File: src/uto_pkg.sv
// Shared types and constants for the tick-oversampled 8N1 UART core.
package uto_pkg;

	localparam int FIFO_DEPTH_DEF = 16;

	// Command queue between the front and back parts.
	localparam int Q_DEPTH = 2;
	localparam int Q_PTR_W = $clog2(Q_DEPTH);
	localparam int Q_CNT_W = $clog2(Q_DEPTH + 1);

	// Configuration port.
	localparam int CFG_ADDR_W = 3;
	localparam int CFG_DATA_W = 32;
	localparam logic [0:0] REG_RX_ENABLE = 1'b0;

	// Frame timing and layout.
	localparam logic [3:0] FRAME_BITS = 4'd10;
	localparam logic [3:0] DATA_BITS = 4'd8;
	localparam logic [1:0] TX_BIT_TICKS = 2'd3;
	localparam logic [2:0] RX_BIT_TICKS = 3'd3;
	localparam logic [2:0] FIRST_SAMPLE_TICKS = 3'd4;
	localparam logic [9:0] STOP_MARK = 10'h200;
	localparam logic [7:0] FIRST_BIT_MASK = 8'h01;

	typedef enum logic [1:0] {
		FUNC_TICK  = 2'd0,
		FUNC_PUT   = 2'd1,
		FUNC_GET   = 2'd2,
		FUNC_FLUSH = 2'd3
	} func_t;

	typedef struct packed {
		func_t      op;
		logic       rx_line;
		logic [7:0] tx_byte;
	} cmd_t;

	typedef struct packed {
		logic valid;
		cmd_t cmd;
	} q_head_t;

endpackage

File: src/uto_front.sv
// Input side: accepts transactions, decodes the function code and queues commands.
module uto_front import uto_pkg::*; (
	input  logic       clk,
	input  logic       arst_n,
	input  logic       in_valid,
	output logic       in_stall,
	input  logic [1:0] func,
	input  logic       rx_line,
	input  logic [7:0] tx_byte,
	output q_head_t    q_head,
	input  logic       q_pop
);

	localparam logic [Q_PTR_W-1:0] Q_LAST = Q_PTR_W'(Q_DEPTH - 1);
	localparam logic [Q_CNT_W-1:0] Q_FULL = Q_CNT_W'(Q_DEPTH);

	cmd_t               q_mem_q [Q_DEPTH];
	logic [Q_PTR_W-1:0] wr_ptr_q;
	logic [Q_PTR_W-1:0] rd_ptr_q;
	logic [Q_CNT_W-1:0] cnt_q;
	logic               push;
	cmd_t               cmd_in;

	assign in_stall = (cnt_q == Q_FULL);
	assign push     = in_valid && !in_stall;

	always_comb begin
		cmd_in.op      = func_t'(func);
		cmd_in.rx_line = rx_line;
		cmd_in.tx_byte = tx_byte;
	end

	assign q_head.valid = (cnt_q != '0);
	assign q_head.cmd   = q_mem_q[rd_ptr_q];

	always_ff @(posedge clk) begin
		if (push) begin
			q_mem_q[wr_ptr_q] <= cmd_in;
		end
	end

	always_ff @(posedge clk or negedge arst_n) begin
		if (!arst_n) begin
			wr_ptr_q <= '0;
			rd_ptr_q <= '0;
			cnt_q    <= '0;
		end else begin
			if (push) begin
				wr_ptr_q <= (wr_ptr_q == Q_LAST) ? '0 : wr_ptr_q + 1'b1;
			end
			if (q_pop) begin
				rd_ptr_q <= (rd_ptr_q == Q_LAST) ? '0 : rd_ptr_q + 1'b1;
			end
			case ({push, q_pop})
				2'b10: cnt_q <= cnt_q + 1'b1;
				2'b01: cnt_q <= cnt_q - 1'b1;
				default: cnt_q <= cnt_q;
			endcase
		end
	end

	a_pop_needs_entry: assert property (@(posedge clk) disable iff (!arst_n)
		q_pop |-> q_head.valid)
		else $error("command queue popped while empty");

	a_cnt_in_range: assert property (@(posedge clk) disable iff (!arst_n)
		cnt_q <= Q_FULL)
		else $error("command queue count beyond its depth");

endmodule

File: src/uto_back.sv
// Execution side: transmitter, receiver, receive FIFO and the result register.
module uto_back import uto_pkg::*; #(
	parameter int FIFO_DEPTH = FIFO_DEPTH_DEF
) (
	input  logic       clk,
	input  logic       arst_n,
	input  logic       rx_enable,
	input  q_head_t    q_head,
	output logic       q_pop,
	output logic       out_valid,
	input  logic       out_stall,
	output logic       tx_line,
	output logic       tx_busy,
	output logic       put_accepted,
	output logic       rx_available,
	output logic [7:0] read_byte,
	output logic       read_valid
);

	localparam int PTR_W = $clog2(FIFO_DEPTH);
	localparam logic [PTR_W-1:0] LAST_IDX = PTR_W'(FIFO_DEPTH - 1);

	function automatic logic [PTR_W-1:0] ptr_next(input logic [PTR_W-1:0] p);
		return (p == LAST_IDX) ? '0 : p + 1'b1;
	endfunction

	logic [7:0]       fifo_mem [FIFO_DEPTH];

	logic             tx_level_q, tx_level_d;
	logic             tx_active_q, tx_active_d;
	logic [1:0]       tx_cnt_q, tx_cnt_d;
	logic [3:0]       tx_bits_q, tx_bits_d;
	logic [9:0]       tx_shift_q, tx_shift_d;
	logic             rx_in_frame_q, rx_in_frame_d;
	logic             rx_wait_stop_q, rx_wait_stop_d;
	logic [2:0]       rx_cnt_q, rx_cnt_d;
	logic [3:0]       rx_bits_q, rx_bits_d;
	logic [7:0]       rx_mask_q, rx_mask_d;
	logic [7:0]       rx_shift_q, rx_shift_d;
	logic [PTR_W-1:0] wr_ptr_q, wr_ptr_d;
	logic [PTR_W-1:0] rd_ptr_q, rd_ptr_d;

	logic             out_valid_q;
	logic             tx_line_q, tx_busy_q, put_acc_q, rx_avail_q, read_valid_q;
	logic [7:0]       read_byte_q;

	logic             exec;
	logic             accepted;
	logic             fifo_we;
	logic             fifo_re;

	// The result register takes a new result when it is empty or being drained.
	assign exec  = q_head.valid && (!out_valid_q || !out_stall);
	assign q_pop = exec;

	always_comb begin
		tx_level_d     = tx_level_q;
		tx_active_d    = tx_active_q;
		tx_cnt_d       = tx_cnt_q;
		tx_bits_d      = tx_bits_q;
		tx_shift_d     = tx_shift_q;
		rx_in_frame_d  = rx_in_frame_q;
		rx_wait_stop_d = rx_wait_stop_q;
		rx_cnt_d       = rx_cnt_q;
		rx_bits_d      = rx_bits_q;
		rx_mask_d      = rx_mask_q;
		rx_shift_d     = rx_shift_q;
		wr_ptr_d       = wr_ptr_q;
		rd_ptr_d       = rd_ptr_q;
		accepted       = 1'b0;
		fifo_we        = 1'b0;
		fifo_re        = 1'b0;
		unique case (q_head.cmd.op)
			FUNC_TICK: begin
				if (tx_active_q) begin
					tx_cnt_d = tx_cnt_q - 2'd1;
					if (tx_cnt_d == '0) begin
						tx_level_d = tx_shift_q[0];
						tx_shift_d = {1'b0, tx_shift_q[9:1]};
						tx_cnt_d   = TX_BIT_TICKS;
						tx_bits_d  = tx_bits_q - 4'd1;
						if (tx_bits_d == '0) begin
							tx_active_d = 1'b0;
						end
					end
				end
				if (rx_enable) begin
					if (rx_wait_stop_q) begin
						rx_cnt_d = rx_cnt_q - 3'd1;
						if (rx_cnt_d == '0) begin
							rx_wait_stop_d = 1'b0;
							rx_in_frame_d  = 1'b0;
							fifo_we        = 1'b1;
							wr_ptr_d       = ptr_next(wr_ptr_q);
						end
					end else if (!rx_in_frame_q) begin
						if (!q_head.cmd.rx_line) begin
							rx_in_frame_d = 1'b1;
							rx_shift_d    = '0;
							rx_cnt_d      = FIRST_SAMPLE_TICKS;
							rx_bits_d     = DATA_BITS;
							rx_mask_d     = FIRST_BIT_MASK;
						end
					end else begin
						rx_cnt_d = rx_cnt_q - 3'd1;
						if (rx_cnt_d == '0) begin
							rx_cnt_d = RX_BIT_TICKS;
							if (q_head.cmd.rx_line) begin
								rx_shift_d = rx_shift_q | rx_mask_q;
							end
							rx_mask_d = {rx_mask_q[6:0], 1'b0};
							rx_bits_d = rx_bits_q - 4'd1;
							if (rx_bits_d == '0) begin
								rx_wait_stop_d = 1'b1;
							end
						end
					end
				end
			end
			FUNC_PUT: begin
				if (!tx_active_q) begin
					tx_cnt_d    = TX_BIT_TICKS;
					tx_bits_d   = FRAME_BITS;
					tx_shift_d  = {1'b0, q_head.cmd.tx_byte, 1'b0} | STOP_MARK;
					tx_active_d = 1'b1;
					accepted    = 1'b1;
				end
			end
			FUNC_GET: begin
				if (wr_ptr_q != rd_ptr_q) begin
					fifo_re  = 1'b1;
					rd_ptr_d = ptr_next(rd_ptr_q);
				end
			end
			FUNC_FLUSH: begin
				wr_ptr_d = '0;
				rd_ptr_d = '0;
			end
		endcase
	end

	always_ff @(posedge clk or negedge arst_n) begin
		if (!arst_n) begin
			tx_level_q     <= 1'b1;
			tx_active_q    <= 1'b0;
			tx_cnt_q       <= '0;
			tx_bits_q      <= '0;
			tx_shift_q     <= '0;
			rx_in_frame_q  <= 1'b0;
			rx_wait_stop_q <= 1'b0;
			rx_cnt_q       <= '0;
			rx_bits_q      <= '0;
			rx_mask_q      <= '0;
			rx_shift_q     <= '0;
			wr_ptr_q       <= '0;
			rd_ptr_q       <= '0;
			out_valid_q    <= 1'b0;
		end else begin
			if (exec) begin
				tx_level_q     <= tx_level_d;
				tx_active_q    <= tx_active_d;
				tx_cnt_q       <= tx_cnt_d;
				tx_bits_q      <= tx_bits_d;
				tx_shift_q     <= tx_shift_d;
				rx_in_frame_q  <= rx_in_frame_d;
				rx_wait_stop_q <= rx_wait_stop_d;
				rx_cnt_q       <= rx_cnt_d;
				rx_bits_q      <= rx_bits_d;
				rx_mask_q      <= rx_mask_d;
				rx_shift_q     <= rx_shift_d;
				wr_ptr_q       <= wr_ptr_d;
				rd_ptr_q       <= rd_ptr_d;
				out_valid_q    <= 1'b1;
			end else if (!out_stall) begin
				out_valid_q <= 1'b0;
			end
		end
	end

	// A tick and a read never share a cycle, so the ports never collide.
	always_ff @(posedge clk) begin
		if (exec && fifo_we) begin
			fifo_mem[wr_ptr_q] <= rx_shift_q;
		end
	end

	always_ff @(posedge clk) begin
		if (exec) begin
			read_byte_q <= fifo_re ? fifo_mem[rd_ptr_q] : '0;
		end
	end

	always_ff @(posedge clk) begin
		if (exec) begin
			tx_line_q    <= tx_level_d;
			tx_busy_q    <= tx_active_d;
			put_acc_q    <= accepted;
			rx_avail_q   <= (wr_ptr_d != rd_ptr_d);
			read_valid_q <= fifo_re;
		end
	end

	assign out_valid    = out_valid_q;
	assign tx_line      = tx_line_q;
	assign tx_busy      = tx_busy_q;
	assign put_accepted = put_acc_q;
	assign rx_available = rx_avail_q;
	assign read_byte    = read_byte_q;
	assign read_valid   = read_valid_q;

	a_put_sets_busy: assert property (@(posedge clk) disable iff (!arst_n)
		out_valid_q && put_acc_q |-> tx_busy_q)
		else $error("accepted put without a busy transmitter");

	a_empty_read_zero: assert property (@(posedge clk) disable iff (!arst_n)
		out_valid_q && !read_valid_q |-> read_byte_q == '0)
		else $error("read byte nonzero on a failed get");

	a_tx_idle_high: assert property (@(posedge clk) disable iff (!arst_n)
		!tx_active_q |-> tx_level_q)
		else $error("transmit line low while transmitter idle");

	a_stop_in_frame: assert property (@(posedge clk) disable iff (!arst_n)
		rx_wait_stop_q |-> rx_in_frame_q)
		else $error("receiver waits for stop outside a frame");

endmodule

File: src/uart_8n1_tick_oversampled_core.sv
// Top level of the 8N1 UART core driven by ticks at three times the baud rate.
//
// Input channel (in_valid / in_stall): one transaction carries func, rx_line and
// tx_byte. A baud tick advances the transmitter and, while rx_enable is set, the
// receiver; put char starts a frame unless one is in progress; get char pops the
// receive FIFO; flush empties it.
// Output channel (out_valid / out_stall): exactly one result transaction per input
// transaction, in order, giving the line level, busy flag, put acceptance, FIFO
// status and the byte read.
// Accepted commands pass the queue, then the result register. Throughput is one
// transaction per cycle while out_stall is low; ticks alone set all frame timing.
// A two-entry command queue sits between decode and execution, and a result
// register holds the output. When the receiver stalls, results wait in that
// register, the queue fills, and in_stall rises once both queue entries are taken.
// Reset clears the queue and out_valid, idles the transmitter level high, sets
// rx_enable to 1 and empties the FIFO; FIFO contents are undefined until written.
// rx_enable is written through the APB port at byte address 0.
module uart_8n1_tick_oversampled_core import uto_pkg::*; #(
	parameter int FIFO_DEPTH = FIFO_DEPTH_DEF
) (
	input  logic                  clk,
	input  logic                  arst_n,
	input  logic                  psel,
	input  logic                  penable,
	input  logic                  pwrite,
	input  logic [CFG_ADDR_W-1:0] paddr,
	input  logic [CFG_DATA_W-1:0] pwdata,
	output logic [CFG_DATA_W-1:0] prdata,
	output logic                  pready,
	input  logic                  in_valid,
	output logic                  in_stall,
	input  logic [1:0]            func,
	input  logic                  rx_line,
	input  logic [7:0]            tx_byte,
	output logic                  out_valid,
	input  logic                  out_stall,
	output logic                  tx_line,
	output logic                  tx_busy,
	output logic                  put_accepted,
	output logic                  rx_available,
	output logic [7:0]            read_byte,
	output logic                  read_valid
);

	logic       rx_enable_q;
	logic [0:0] reg_idx;
	logic       cfg_write;
	q_head_t    q_head;
	logic       q_pop;

	assign pready    = 1'b1;
	assign reg_idx   = paddr[2:2];
	assign cfg_write = psel && penable && pwrite && pready;

	always_ff @(posedge clk or negedge arst_n) begin
		if (!arst_n) begin
			rx_enable_q <= 1'b1;
		end else if (cfg_write && (reg_idx == REG_RX_ENABLE)) begin
			rx_enable_q <= pwdata[0];
		end
	end

	always_comb begin
		prdata = '0;
		if (reg_idx == REG_RX_ENABLE) begin
			prdata[0] = rx_enable_q;
		end
	end

	uto_front u_front (
		.clk      (clk),
		.arst_n   (arst_n),
		.in_valid (in_valid),
		.in_stall (in_stall),
		.func     (func),
		.rx_line  (rx_line),
		.tx_byte  (tx_byte),
		.q_head   (q_head),
		.q_pop    (q_pop)
	);

	uto_back #(
		.FIFO_DEPTH (FIFO_DEPTH)
	) u_back (
		.clk          (clk),
		.arst_n       (arst_n),
		.rx_enable    (rx_enable_q),
		.q_head       (q_head),
		.q_pop        (q_pop),
		.out_valid    (out_valid),
		.out_stall    (out_stall),
		.tx_line      (tx_line),
		.tx_busy      (tx_busy),
		.put_accepted (put_accepted),
		.rx_available (rx_available),
		.read_byte    (read_byte),
		.read_valid   (read_valid)
	);

endmodule
File: config.mk
export PLATFORM = sky130hd
export DESIGN_NAME = uart_8n1_tick_oversampled_core
export DESIGN_NICKNAME = d
export VERILOG_FILES = /design/src/uto_pkg.sv /design/src/uto_front.sv /design/src/uto_back.sv /design/src/uart_8n1_tick_oversampled_core.sv
export SDC_FILE = /design/constraint.sdc
export NUM_CORES = 1
export LEC_CHECK = 0
export BUFFER_PORTS_ARGS = -buffer_cell sky130_fd_sc_hd__buf_4
export CAP_MARGIN = 40
export CORE_MARGIN = 2
export CORE_UTILIZATION = 40
export CTS_CLUSTER_DIAMETER = 60
export DETAILED_ROUTE_END_ITERATION = 12
export PLACE_DENSITY_LB_ADDON = 0.05
export SETUP_SLACK_MARGIN = 0.3
export SLEW_MARGIN = 10
export SYNTH_ARGS = -nofsm -noshare
export SYNTH_HDL_FRONTEND = slang
export SYNTH_SLANG_ARGS = --single-unit
File: constraint.sdc
create_clock -name clk -period 2.94 [get_ports clk]
set_clock_uncertainty 0.05 [all_clocks]
set_input_delay 0.294 -clock clk [delete_from_list [all_inputs] [get_ports clk]]
set_output_delay 0.294 -clock clk [all_outputs]
set_load 0.01 [all_outputs]
# After elaboration in Yosys (flattened, before gate mapping)
# Memory sizes are Yosys's and may differ from the RTL's. A register that Yosys moved wholly into a read port is not among the register bits.
# Cells that the tools add are included.
totals:
  output_inout_bits: 48
  inputBits: 53
  romBits: 0
  latchBits: 0
  elab_cells: 150
  register_bits: 62
  mem_bits_rw: 150
  n_memories: 2
op_classes:
  n_mul: 0
  div_mod_pow: 0
  n_reduce_logical: 26
  eq_ne: 19
  n_mux: 67
  add_sub_neg: 10
  bitwise: 3
  n_lt_le_gt_ge: 0
  n_shift: 0
memory_table:
  columns: ["name", "words", "word_bits", "rd", "rd_clocked_by_memory_dff", "write_ports", "line", "rtl"]
  rows:
  - ["u_back.fifo_mem", 16, 8, 1, 1, 1, "uto_back.sv:27", "logic [7:0] fifo_mem [FIFO_DEPTH];"]
  - ["u_front.q_mem_q", 2, 11, 1, 0, 1, "uto_front.sv:17", "cmd_t q_mem_q [Q_DEPTH];"]
ops:
  columns: ["cell", "n"]
  rows:
  - ["8-bit 2-to-1 mux", 7]
  - ["4-bit 2-to-1 mux", 12]
  - ["1-bit 2-to-1 mux", 31]
  - ["10-bit 2-to-1 mux", 3]
  - ["4-bit case mux with 2 select lines", 3]
  - ["10-bit case mux with 2 select lines", 1]
  - ["3-bit 2-to-1 mux", 4]
  - ["4-bit AND reduction", 3]
  - ["4-bit by 1-bit adder with 4-bit output (second input constant)", 2]
  - ["2-bit equality test (second input constant)", 4]
  - ["4-bit equality test (second input constant)", 2]
  - ["4-bit zero test", 2]
  - ["2-bit by 1-bit != test with 1-bit output (second input constant)", 4]
  - ["2-bit != test (second input constant)", 4]
  - ["4-bit != test", 2]
  - ["8-bit bitwise OR", 1]
  - ["2-bit case mux with 2 select lines", 2]
  - ["4-bit by 1-bit subtractor with 4-bit output (second input constant)", 2]
  - ["7-bit AND reduction", 1]
  - ["1-bit logical AND", 6]
  - ["2-bit 2-to-1 mux", 3]
  - ["6-bit AND reduction", 1]
  - ["2-bit nonzero test", 3]
  - ["5-bit AND reduction", 1]
  - ["13 further kinds", 21]

# Depth between registers and ports, before layout
depth:
  depth_word: 9
  depth_mapped: 11
  mapped_depth_nobuf: 9

# Hierarchy
# Synthesis repeated with hierarchy kept, for this count alone.
unflattened:
  cells_unflattened: 651
  hier_area_um2: 9579.2
modules_own_cells:
  columns: ["mod", "instances", "cells_per_inst", "area_per_inst_um2"]
  rows:
  - ["uto_back", 1, 562, 8294.2]
  - ["uto_front", 1, 51, 982.2]
  - ["uart_8n1_tick_oversampled_core", 1, 38, 302.8]

# Worst setup path before layout
# No wires, ideal clock.
synth_timing:
  path_kind: "flip-flop to flip-flop"
  startpoint: "reg u_front.rd_ptr_q"
  endpoint: "mem u_back.fifo_mem[7][0], enable pin"
  setup_slack_ns: 0.306
  required_time_ns: 2.558
  setup_time_ns: 0.332
  arrival_ns: 2.252
  stages_incl_launch_ff: 8
  synth_period_minus_slack_ns: 2.634
  path_buffers: 2
  cell_sequence: "dfrtp_1 > buf_2 > mux2i_1 > ha_1 > clkbuf_1 > nand3_1 > nor3b_1 > and2_1"
synth_via:
  elab_chain_cells: 6
synth_rtl:
  columns: ["item", "line", "rtl"]
  rows:
  - ["start, declared", "uto_front.sv:19", "logic [Q_PTR_W-1:0] rd_ptr_q;"]
  - ["start signal, assigned", "uto_front.sv:52", "rd_ptr_q <= (rd_ptr_q == Q_LAST) ? '0 : rd_ptr_q + 1'b1;"]
  - ["memory read 2 x 11 bit", null, null]
  - ["2-bit zero test", "uto_back.sv:73", "unique case (q_head.cmd.op)"]
  - ["1-bit 2-to-1 mux", "uto_back.sv:73", null]
  - ["1-bit logical AND", "uto_back.sv:182", "if (exec && fifo_we) begin"]
  - ["1-bit 2-to-1 mux", "uto_back.sv:182", null]
  - ["1-bit 2-to-1 mux (implied by the code)", "uto_back.sv:183", "fifo_mem[wr_ptr_q] <= rx_shift_q;"]
  - ["end, declared", "uto_back.sv:27", null]
# Every way passes these cells.

# Worst setup path after layout
layout_timing:
  startpoint: "reg u_back.rx_cnt_q[0]"
  endpoint: "mem u_back.fifo_mem[7][1], enable pin"
layout_via:
  elab_chain_cells: 9
layout_rtl:
  columns: ["item", "line", "rtl"]
  rows:
  - ["start, declared", "uto_back.sv:36", "logic [2:0] rx_cnt_q, rx_cnt_d;"]
  - ["start signal, assigned", "uto_back.sv:167", "rx_cnt_q <= rx_cnt_d;"]
  - ["3-bit by 1-bit subtractor with 3-bit output", "uto_back.sv:89", "rx_cnt_d = rx_cnt_q - 3'd1;"]
  - ["3-bit zero test", "uto_back.sv:90", "if (rx_cnt_d == '0) begin"]
  - ["1-bit 2-to-1 mux", "uto_back.sv:90", null]
  - ["1-bit 2-to-1 mux", "uto_back.sv:88", "if (rx_wait_stop_q) begin"]
  - ["1-bit 2-to-1 mux", "uto_back.sv:87", "if (rx_enable) begin"]
  - ["1-bit 2-to-1 mux", "uto_back.sv:73", null]
  - ["1-bit logical AND", "uto_back.sv:182", null]
  - ["1-bit 2-to-1 mux", "uto_back.sv:182", null]
  - ["1-bit 2-to-1 mux (implied by the code)", "uto_back.sv:183", null]
# Every way passes these cells.

==> metrics.yaml <==
power:
  p_int_mw: 6.229
  peakVddDrop_mv: 0.5353
  pwr-share-clk: 0.367
  p_seq_frac: 0.457
  power_mw: 8.504
  net-switching-power_mw: 2.275
  leakagePower_nw: 4.066
  p_per_area_nw_per_um2: 751.2
  power.combinational.fraction: 0.177
  netSwitchingFraction: 0.2675
grt:
  track_usage: 0.1527
  grt_pass1_vias: 5361
  grt_pass1_wl_um: 30440
  grt_overflow: 0
  grt_start_max_net_pins: 58
  antenna_found_initial: 0
run_status:
  outcome: "finished clean"
timing:
  setup_viol: 0
  tightest_slew_ns: 0.7729
  setup_ws_ns: 0.4802
  fmax_ghz: 0.4065
  min_period_ns: 2.460
  finalHoldViolCount: 0
  min_period_over_period: 0.8366
  setup_tns_ns: 0
  slew_violations: 0
  finalHoldWorstSlack_ns: 0.05979
  slew_headroom: 0.4847
  rsz0062_at_grt: "true"
drt:
  vias: 5314
  drc: 0
  wire_per_inst_um: 18.34
  detail-route-antenna-nets: 0
  via_per_inst: 5.075
  dr.pass1.iters: 4
  wl_um: 19200
  drt_iter0_drc: 360
layout:
  final_cell_area_sq_um: 11320
  layout-drive-gt1-share: 0.1992
  insertedDiodeCount: 0
  fin_util: 0.4794
  area_growth_syn_to_layout_pct: 17.05
  finalNonFillerCells: 1047
  fin_nets: 776
  fillers: 2044
floorplan:
  num_rows: 56
  initial_core_util: 0.4096
  fp.dieH_um: 159.5
  io_pins: 101
  die_area_sq_um: 25440
  die_x_um: 159.5
  placeableCoreArea_sq_um: 23610
synthesis:
  yosysWarnings: 0
  syn-mean-instance-area_sq_um: 15.30
  synth_edf_count: 163
  synth-seq-cells: 220
  ys_async_sr_fraction: 0.2591
  synthCells: 632
  synthDistinctLibCells: 56
  synthesis.area_sq_um: 9672
  yosys_most_used_dff: "edfxtp_1"
  ys_seq_area_frac: 0.6538
critical_path:
  cp_cell_sequence: "inv_1 -> ha_1 -> xnor2_2 -> and4_1 -> nand3_1 -> nor3b_2 -> and2_2"
  path_class: "reg2reg"
  critical_path.max_stage_delay_ns: 0.38
  slowest_stage: "dfrtp_1"
  r2r_cells: 7
  worst-endpoint-arrival_ns: 2.61
  start_kind: "register"
  r2r-end: "u_back.fifo_mem[7][1]"
  required_ns: 3.09
  cp-end-kind: "register"
  path_max_fanout: 8
  rr_startpoint: "u_back.rx_cnt_q[0]"
  reg2reg_slack_ns: 0.48
clocking:
  cts_tree: "done"
  worstSkewPairLatency_ns: 0.52
  cts.path.max_buffers: 3
  clkSinkCount: 220
  numCtsBuffers: 26
  clkSlewWorstSetupHoldPaths_ns: 0.06
  htree_levels: 1
  root_buffer: "clkbuf_16"
run:
  maxCapViolCount: 0
min_path:
  whs_endpoint: "u_front.wr_ptr_q"
  hold_depth: 3
  hold_class: "in2reg"
  min_from: "in_valid"
placement:
  dp_cells: 984
  gp_congestion: 0.7446
  post_dp_cell_area_sq_um: 10280
  numPortBuffers: 35
  post-place-ws_ns: 0.1981
  dp_hpwl_um: 12720
## final cells by class
cell class / instances / area, sq um / share of cell area
Sequential cell: 220 / 6326 / 0.5588
Multi-Input combinational cell: 362 / 3034 / 0.2680
Clock buffer: 44 / 822.0 / 0.07261
Timing Repair Buffer: 79 / 640.6 / 0.05659
Tap cell: 319 / 399.1 / 0.03526
Inverter: 19 / 71.32 / 0.006300
Clock inverter: 4 / 27.53 / 0.002431
## Yosys cell counts, types with 7 or more instances
master	n	area, sq um
buf_2	8	40.04
and2_1	18	112.6
mux2_2	7	78.83
nor3_1	7	35.03
edfxtp_1	163	4895
inv_1	19	71.32
ha_1	15	187.7
clkbuf_1	17	63.81
nand2_1	58	217.7
nor2_1	25	93.84
mux2i_1	11	110.1
a21oi_1	15	75.07
and3_1	13	81.33
mux4_1	27	709.4
o21ai_0	38	190.2
dfrtp_1	55	1376
buf_4	32	240.2
mux4_2	13	292.8
xnor2_1	11	96.34
## power groups by stage
stage | clock network (mW) | logic, mW | registers [mW]
detailed placement | 0 | 1.49 | 3.94
CTS | 3.19 | 1.51 | 3.88
floorplan | 0 | 1.01 | 3.93
global placement | 0 | 1.45 | 3.93
global route | 3.33 | 1.70 | 3.93
finish | 3.12 | 1.50 | 3.88
## cell families (layout without fill, tap and decap cells)
| kind of cell | Yosys count | in the layout | share of synthesized area |
|---|---|---|---|
| compound gates | 88 | 88 | 0.05796 |
| xor+xnor | 15 | 15 | 0.01358 |
| fa+ha+maj | 15 | 15 | 0.01940 |
| buf+inv | 80 | 146 | 0.04877 |
| flops | 220 | 220 | 0.6538 |
| mux | 59 | 59 | 0.1255 |
| other cells | 2 | 32 | 0.0007765 |
| simple gates | 153 | 153 | 0.08021 |
## worst max path at each step
stage                                   from                endpoint  slack [ns]  depth (start not counted)
after floorplan             u_front.rd_ptr_q   u_back.fifo_mem[7][0]        0.31                          7
after global placement    u_back.rx_cnt_q[0]   u_back.fifo_mem[4][6]        0.27                          7
after detailed placement  u_back.rx_cnt_q[0]   u_back.fifo_mem[4][6]        0.20                          7
after CTS                 u_back.rx_cnt_q[0]  u_back.fifo_mem[11][4]        0.35                          8
after global routing      u_back.rx_cnt_q[0]   u_back.fifo_mem[6][3]        0.29                          7
final                     u_back.rx_cnt_q[0]   u_back.fifo_mem[7][1]        0.48                          7
## critical path: cells and delay by family (launching register included)
family	cells	cell delay, ns
and+or+nand+nor	4	1.17
DFF	1	0.38
adders and majority gates	1	0.25
xor gates and xnor gates	1	0.24
buffers and inverters	1	0.06
## sequential cells by signal (all words and copies together) (netlist names), 8 cells and up
name,count
u_back.read_byte,8
u_back.tx_shift_q,10
u_back.fifo_mem,128
u_front.q_mem_q,22
u_back.rx_mask_q,8
u_back.rx_shift_q,8
## routing by layer
layer,up-vias,track usage,wire length (um)
met5,-,0,0
met4,0,0.03595,391
met3,28,0.02865,869
met2,141,0.2405,8769
met1,2643,0.2209,9175
li1,2502,-,-
## layout by cell type (no fill, tap or decap), drive strengths merged, types with 3 or more instances in the layout
master	count
a21oi	15
mux4	40
inv	21
xnor2	11
ha	15
nor3b	3
nor2b	4
dlygate4sd3	14
nor2	27
buf	65
edfxtp	163
nor3	7
a32o	3
nand3	4
xor2	4
nand4b	4
mux2	7
a31oi	6
and3	13
dfrtp	55
nand2	58
clkbuf	44
nand4	4
and2	18
conb	32
nand3b	3
o21ai	41
a22o	6
mux2i	12
## what timing repair did
action / CTS / global route
hold buffers: 14 / 0
pin swaps: 0 / 1
endpoints found under the setup margin: 32 / 125
buffers inserted: 0 / 1
endpoints found under the hold margin: 79 / 0
resized for setup: 4 / 13
Power figures use the tool's default switching activity.
